**src/rtl/ljf_pkg.sv**
```systemverilog
// Package for the longest-job-first scheduler.
// Holds field widths, operation codes and the queue entry types.
// Used by ljf_cell, ljf_chain and longest_job_first_scheduler.
`timescale 1ns / 1ps

package ljf_pkg;

    localparam int IDENT_W     = 8;
    localparam int LEN_W       = 16;
    localparam int TICK_W      = 32;
    localparam int COUNT_OUT_W = 5;
    localparam int QUEUE_DEPTH = 16;

    localparam logic OP_ARRIVE = 1'b0;
    localparam logic OP_TICK   = 1'b1;

    typedef struct packed {
        logic               valid;
        logic [IDENT_W-1:0] ident;
        logic [LEN_W-1:0]   length;
        logic [TICK_W-1:0]  arrival;
    } t_entry;

    typedef struct packed {
        logic insert;
        logic pop;
    } t_cell_cmd;

endpackage

```
**src/rtl/longest_job_first_scheduler.sv**
```systemverilog
// Top level of the non-preemptive longest-job-first scheduler.
// Instantiates ljf_chain; depends on ljf_pkg.
//
// Usage:
// The input channel (i_in_valid, o_in_stall) carries one transaction per
// event: an arrival (job identifier and length) or one clock tick. Each input
// transaction produces exactly one output transaction on (o_out_valid,
// i_out_stall) carrying acceptance, dispatch, finish and queue status.
// Arrivals are inserted into a row of cells kept sorted by length, so the job
// to dispatch always sits in the head cell and a tick retires, dispatches and
// pops in the same cycle.
// The result is registered at the edge after the input transaction. The
// block takes one transaction at a time, so a new input is taken only once
// the previous result has left. While the receiver stalls, the result holds
// and o_in_stall stays high.
// Reset clears the tick counter, the running job and all cell valid bits;
// the block is ready as soon as reset is released.
`timescale 1ns / 1ps

module longest_job_first_scheduler #(
    parameter int QUEUE_DEPTH = ljf_pkg::QUEUE_DEPTH
) (
    input  logic                              i_clk,
    input  logic                              i_rst_n,
    input  logic                              i_in_valid,
    output logic                              o_in_stall,
    input  logic                              i_operation,
    input  logic [ljf_pkg::IDENT_W-1:0]       i_job_ident,
    input  logic [ljf_pkg::LEN_W-1:0]         i_job_length,
    output logic                              o_out_valid,
    input  logic                              i_out_stall,
    output logic                              o_accepted,
    output logic                              o_dispatch_valid,
    output logic [ljf_pkg::IDENT_W-1:0]       o_dispatch_ident,
    output logic [ljf_pkg::TICK_W-1:0]        o_dispatch_wait,
    output logic                              o_finish_valid,
    output logic [ljf_pkg::IDENT_W-1:0]       o_finish_ident,
    output logic                              o_server_busy,
    output logic [ljf_pkg::COUNT_OUT_W-1:0]   o_waiting_count
);

    localparam int CNT_W = $clog2(QUEUE_DEPTH + 1);

    logic                         r_out_valid;
    logic [ljf_pkg::TICK_W-1:0]   r_tick;
    logic                         r_run_flag;
    logic [ljf_pkg::IDENT_W-1:0]  r_run_ident;
    logic [ljf_pkg::LEN_W-1:0]    r_run_left;
    logic [CNT_W-1:0]             r_count;

    logic                         n_run_flag;
    logic [ljf_pkg::IDENT_W-1:0]  n_run_ident;
    logic [ljf_pkg::LEN_W-1:0]    n_run_left;
    logic [CNT_W-1:0]             n_count;

    logic                         r_accepted;
    logic                         r_dispatch_valid;
    logic [ljf_pkg::IDENT_W-1:0]  r_dispatch_ident;
    logic [ljf_pkg::TICK_W-1:0]   r_dispatch_wait;
    logic                         r_finish_valid;
    logic [ljf_pkg::IDENT_W-1:0]  r_finish_ident;

    logic                         w_take;
    logic                         w_tick;
    logic                         w_insert;
    logic                         w_finish;
    logic                         w_dispatch;
    logic                         w_full;
    ljf_pkg::t_entry              w_head;
    ljf_pkg::t_entry              w_new;
    ljf_pkg::t_cell_cmd           w_cmd;

    assign o_in_stall = r_out_valid;
    assign w_take     = i_in_valid && !r_out_valid;
    assign w_tick     = (i_operation == ljf_pkg::OP_TICK);

    assign w_insert   = w_take && !w_tick && !w_full && (i_job_length != '0);
    assign w_finish   = w_take && w_tick && r_run_flag && (r_run_left == '0);
    assign w_dispatch = w_take && w_tick && (!r_run_flag || w_finish) && w_head.valid;

    assign w_new.valid   = 1'b1;
    assign w_new.ident   = i_job_ident;
    assign w_new.length  = i_job_length;
    assign w_new.arrival = r_tick;

    assign w_cmd.insert = w_insert;
    assign w_cmd.pop    = w_dispatch;

    ljf_chain #(
        .DEPTH (QUEUE_DEPTH)
    ) u_chain (
        .i_clk   (i_clk),
        .i_rst_n (i_rst_n),
        .i_cmd   (w_cmd),
        .i_new   (w_new),
        .o_head  (w_head),
        .o_full  (w_full)
    );

    always_comb begin
        n_run_flag  = r_run_flag;
        n_run_ident = r_run_ident;
        n_run_left  = r_run_left;
        n_count     = r_count;
        if (w_insert) begin
            n_count = r_count + CNT_W'(1);
        end
        if (w_take && w_tick) begin
            if (w_dispatch) begin
                n_run_flag  = 1'b1;
                n_run_ident = w_head.ident;
                n_run_left  = w_head.length - ljf_pkg::LEN_W'(1);
                n_count     = r_count - CNT_W'(1);
            end else if (w_finish) begin
                n_run_flag = 1'b0;
            end else if (r_run_flag) begin
                n_run_left = r_run_left - ljf_pkg::LEN_W'(1);
            end
        end
    end

    always_ff @(posedge i_clk) begin
        if (!i_rst_n) begin
            r_out_valid <= 1'b0;
            r_tick      <= '0;
            r_run_flag  <= 1'b0;
            r_run_ident <= '0;
            r_run_left  <= '0;
            r_count     <= '0;
        end else begin
            if (w_take) begin
                r_out_valid <= 1'b1;
            end else if (!i_out_stall) begin
                r_out_valid <= 1'b0;
            end
            if (w_take && w_tick) begin
                r_tick <= r_tick + ljf_pkg::TICK_W'(1);
            end
            r_run_flag  <= n_run_flag;
            r_run_ident <= n_run_ident;
            r_run_left  <= n_run_left;
            r_count     <= n_count;
        end
    end

    always_ff @(posedge i_clk) begin
        if (w_take) begin
            r_accepted       <= w_insert;
            r_dispatch_valid <= w_dispatch;
            r_dispatch_ident <= w_dispatch ? w_head.ident : '0;
            r_dispatch_wait  <= w_dispatch ? (r_tick - w_head.arrival) : '0;
            r_finish_valid   <= w_finish;
            r_finish_ident   <= w_finish ? r_run_ident : '0;
        end
    end

    assign o_out_valid      = r_out_valid;
    assign o_accepted       = r_accepted;
    assign o_dispatch_valid = r_dispatch_valid;
    assign o_dispatch_ident = r_dispatch_ident;
    assign o_dispatch_wait  = r_dispatch_wait;
    assign o_finish_valid   = r_finish_valid;
    assign o_finish_ident   = r_finish_ident;
    assign o_server_busy    = r_run_flag;
    assign o_waiting_count  = ljf_pkg::COUNT_OUT_W'(r_count);

endmodule

```
**src/rtl/ljf_cell.sv**
```systemverilog
// One cell of the sorted waiting queue.
// Holds one job entry and exchanges it with its neighbors on insert and pop.
// Depends on ljf_pkg.
`timescale 1ns / 1ps

module ljf_cell (
    input  logic               i_clk,
    input  logic               i_rst_n,
    input  ljf_pkg::t_cell_cmd i_cmd,
    input  ljf_pkg::t_entry    i_new,
    input  ljf_pkg::t_entry    i_prev,
    input  logic               i_prev_keep,
    input  ljf_pkg::t_entry    i_next,
    output ljf_pkg::t_entry    o_entry,
    output logic               o_keep
);

    ljf_pkg::t_entry r_entry;
    ljf_pkg::t_entry n_entry;

    // A cell keeps its place when its job is strictly longer than the new one.
    assign o_keep  = r_entry.valid && (r_entry.length > i_new.length);
    assign o_entry = r_entry;

    always_comb begin
        n_entry = r_entry;
        if (i_cmd.pop) begin
            n_entry = i_next;
        end else if (i_cmd.insert) begin
            if (!i_prev_keep) begin
                n_entry = i_prev;
            end else if (!o_keep) begin
                n_entry = i_new;
            end
        end
    end

    always_ff @(posedge i_clk) begin
        if (!i_rst_n) begin
            r_entry.valid <= 1'b0;
        end else begin
            r_entry.valid <= n_entry.valid;
        end
        r_entry.ident   <= n_entry.ident;
        r_entry.length  <= n_entry.length;
        r_entry.arrival <= n_entry.arrival;
    end

endmodule

```
**src/rtl/ljf_chain.sv**
```systemverilog
// Row of queue cells kept sorted by length, longest and newest at the head.
// Instantiates ljf_cell; depends on ljf_pkg.
`timescale 1ns / 1ps

module ljf_chain #(
    parameter int DEPTH = ljf_pkg::QUEUE_DEPTH
) (
    input  logic               i_clk,
    input  logic               i_rst_n,
    input  ljf_pkg::t_cell_cmd i_cmd,
    input  ljf_pkg::t_entry    i_new,
    output ljf_pkg::t_entry    o_head,
    output logic               o_full
);

    ljf_pkg::t_entry w_entry [DEPTH];
    logic            w_keep  [DEPTH];

    for (genvar g = 0; g < DEPTH; g++) begin : g_cell
        ljf_pkg::t_entry w_prev;
        ljf_pkg::t_entry w_next;
        logic            w_prev_keep;

        if (g == 0) begin : g_first
            assign w_prev      = '0;
            assign w_prev_keep = 1'b1;
        end else begin : g_mid
            assign w_prev      = w_entry[g-1];
            assign w_prev_keep = w_keep[g-1];
        end

        if (g == DEPTH - 1) begin : g_last
            assign w_next = '0;
        end else begin : g_inner
            assign w_next = w_entry[g+1];
        end

        ljf_cell u_cell (
            .i_clk       (i_clk),
            .i_rst_n     (i_rst_n),
            .i_cmd       (i_cmd),
            .i_new       (i_new),
            .i_prev      (w_prev),
            .i_prev_keep (w_prev_keep),
            .i_next      (w_next),
            .o_entry     (w_entry[g]),
            .o_keep      (w_keep[g])
        );
    end

    assign o_head = w_entry[0];
    assign o_full = w_entry[DEPTH-1].valid;

endmodule

```
**config.mk**
```make
export PLATFORM = sky130hd
export DESIGN_NAME = longest_job_first_scheduler
export DESIGN_NICKNAME = d
export VERILOG_FILES = /design/src/rtl/ljf_pkg.sv /design/src/rtl/longest_job_first_scheduler.sv /design/src/rtl/ljf_cell.sv /design/src/rtl/ljf_chain.sv
export SDC_FILE = /design/constraint.sdc
export NUM_CORES = 2
export LEC_CHECK = 0
export BUFFER_PORTS_ARGS = -buffer_cell sky130_fd_sc_hd__buf_2
export CAP_MARGIN = 20
export CORE_MARGIN = 2
export CORE_UTILIZATION = 29
export CTS_CLUSTER_DIAMETER = 40
export DETAILED_ROUTE_END_ITERATION = 12
export PLACE_DENSITY = 0.5
export SETUP_SLACK_MARGIN = 0.2
export SLEW_MARGIN = 30
export SYNTH_ARGS = -nofsm -noshare
export SYNTH_HDL_FRONTEND = slang
export SYNTH_HIERARCHICAL = 1
export SYNTH_SLANG_ARGS = --single-unit
```
**constraint.sdc**
```tcl
create_clock -name i_clk -period 7.44 [get_ports i_clk]
set_clock_uncertainty 0.05 [all_clocks]
set_input_delay 0.744 -clock i_clk [delete_from_list [all_inputs] [get_ports i_clk]]
set_output_delay 0.744 -clock i_clk [all_outputs]
set_load 0.02 [all_outputs]
```
==> results.cfg <==
[timing]
finalHoldViolCount = 0
fmaxAchievable_mhz = 208
report.final.slew_viol_count = 0
tns_ps = 0
timing.final.crit_share = 0.646
final_min_period_ps = 4810
rsz0062_at_grt = no
relSlewSlack = 0.306
tightestPinTransition_ps = 1040
setup-violations-final = 0

[placed_design]
placement.io_buffers = 87
gp_congestion = 0.841
dp_hpwl_um = 119000
detailed_place.area_um2 = 64000

[floorplanning]
placementRows = 166
ioPinCount = 88
die_footprint_um2 = 211000
chipWidth_um = 459
die_height_um = 459
design.core.area_um2 = 205000
initial_cell_density_of_the_core = 0.292

[clock_tree]
htree_num_levels = 4
clk_pin_slew_ps = 50
cts-buffers-inserted = 183
number_of_post_cts_setup_repair_buffers = 0
clkSinkCount = 1026
ctsResizeCount = 0
post_cts_hold_buffers = 0
cts_tree = done
cts-root-to-sink-buffers = 3
root_buffer = sky130_fd_sc_hd__clkbuf_16
clk_latency_ps = 820

[synth]
syn_inst = 5726
synth_warnings = 6
syn-cell-area_um2 = 60000
postSynthAreaPerCell_um2 = 10.5

[cells_and_area]
drive_gt1_frac = 0.0981
layout.cells.most_common_list = 1000 x sky130_fd_sc_hd__nand2_1, 966 x sky130_fd_sc_hd__o21ai_0, 947 x sky130_fd_sc_hd__edfxtp_1
final_cell_area_um2 = 70600
fill_cells = 20700
final_util = 0.344
final_common_cell = sky130_fd_sc_hd__nand2_1
syn_to_final_growth_pct = 17.6
num-nets-final = 6211

[setup_path]
critical_path_required_ps = 7850
worstSetupStartpointType = flip-flop
critical_path.max_fanout = 78
critical_path_class = flip-flop to flip-flop
arrival_ps = 5210
crit_path_end_kind = flip-flop

[grt]
grt_pass1_wl_um = 282000
grt_overflow = 0
track_usage = 0.174
grt_antenna_before_repair = 9
number_of_global_route_vias_before_repair = 44600
grt_max_degree = 254

[pwr]
static-leakage-power_nw = 24.0
cellPowerDensity_nw_per_um2 = 256
total_power_w = 0.0181
power.ir.vdd_worst_mv = 0.201

[route]
first_iter_violations = 3864
drt_first_pass_iters = 7
detail_route.wl_per_cell_um = 21.5
route.vias.total = 45000
drt_drc_violations_left = 0
post_detailed_route_count_of_antenna_violating_nets = 0
finalWirelength_um = 188000
via_per_inst = 5.15

[run_status]
status = completed

[hold_path]
min-delay-path-class = input pin to flip-flop

[flow_run]
max-cap-violations = 0
==> power by group <==
part / switching (W) / internal, W
registers: 0.000296 / 0.00690
logic: 0.00137 / 0.000717
clock network: 0.00327 / 0.00555
==> per-stage QoR <==
step,hold WS [ps],worst slack [ps],std cells
final,151,2630,8742
after global routing,155,2320,8741
after CTS,95.9,2580,8738
after detailed placement,406,2070,8391
after global placement,399,1750,8386
after floorplan,389,518,5854
==> worst max-delay path, cell delays in order (launching register included) <==
cell,delay [ps]
sky130_fd_sc_hd__dfxtp_1,350
sky130_fd_sc_hd__and3b_1,920
sky130_fd_sc_hd__nand3_1,260
sky130_fd_sc_hd__o21ai_2,380
sky130_fd_sc_hd__nand2_4,110
sky130_fd_sc_hd__inv_8,390
sky130_fd_sc_hd__buf_4,640
sky130_fd_sc_hd__a21o_4,740
sky130_fd_sc_hd__buf_4,490
==> registers in the layout (all words and copies together), names as in the netlist, 5 cells and up <==
register,count
u_chain/g_cell.u_cell/o_entry,912
r_run_left,16
o_dispatch_ident,8
o_finish_ident,8
r_tick,32
r_run_ident,8
o_waiting_count,5
o_dispatch_wait,32
==> area by class of cell <==
class,instances,area [µm²],share of cell area
multi-input combinational,4148,28000,0.397
clock buffer,211,4810,0.0681
sequential,1026,30000,0.425
timing repair buffer,187,1380,0.0196
tap,2688,3360,0.0477
clock inverter,136,1650,0.0234
inverter,344,1300,0.0184
antenna,2,5.00,0.0000709
==> routing by layer <==
metal | GRT usage | share of wire | up-vias
met4 | 0.0548 | 0.027 | 0
met2 | 0.286 | 0.47 | 1157
li1 | - | - | 21100
met5 | 0 | 0 | -
met1 | 0.235 | 0.46 | 22400
met3 | 0.0238 | 0.046 | 282
==> path summary, 6_finish.rpt <==
path / endpoint / cells after the start / slack [ps] / from
max: u_chain/g_cell[0].u_cell/o_entry[4] / 8 / 2630 / o_in_stall
min: o_in_stall / 3 / 150 / i_out_stall
max reg2reg: u_chain/g_cell[0].u_cell/o_entry[4] / 8 / 2630 / o_in_stall
min reg2reg: r_run_ident[7] / 2 / 410 / r_run_ident[7]
Note: power is estimated with default switching activity, not from simulation.
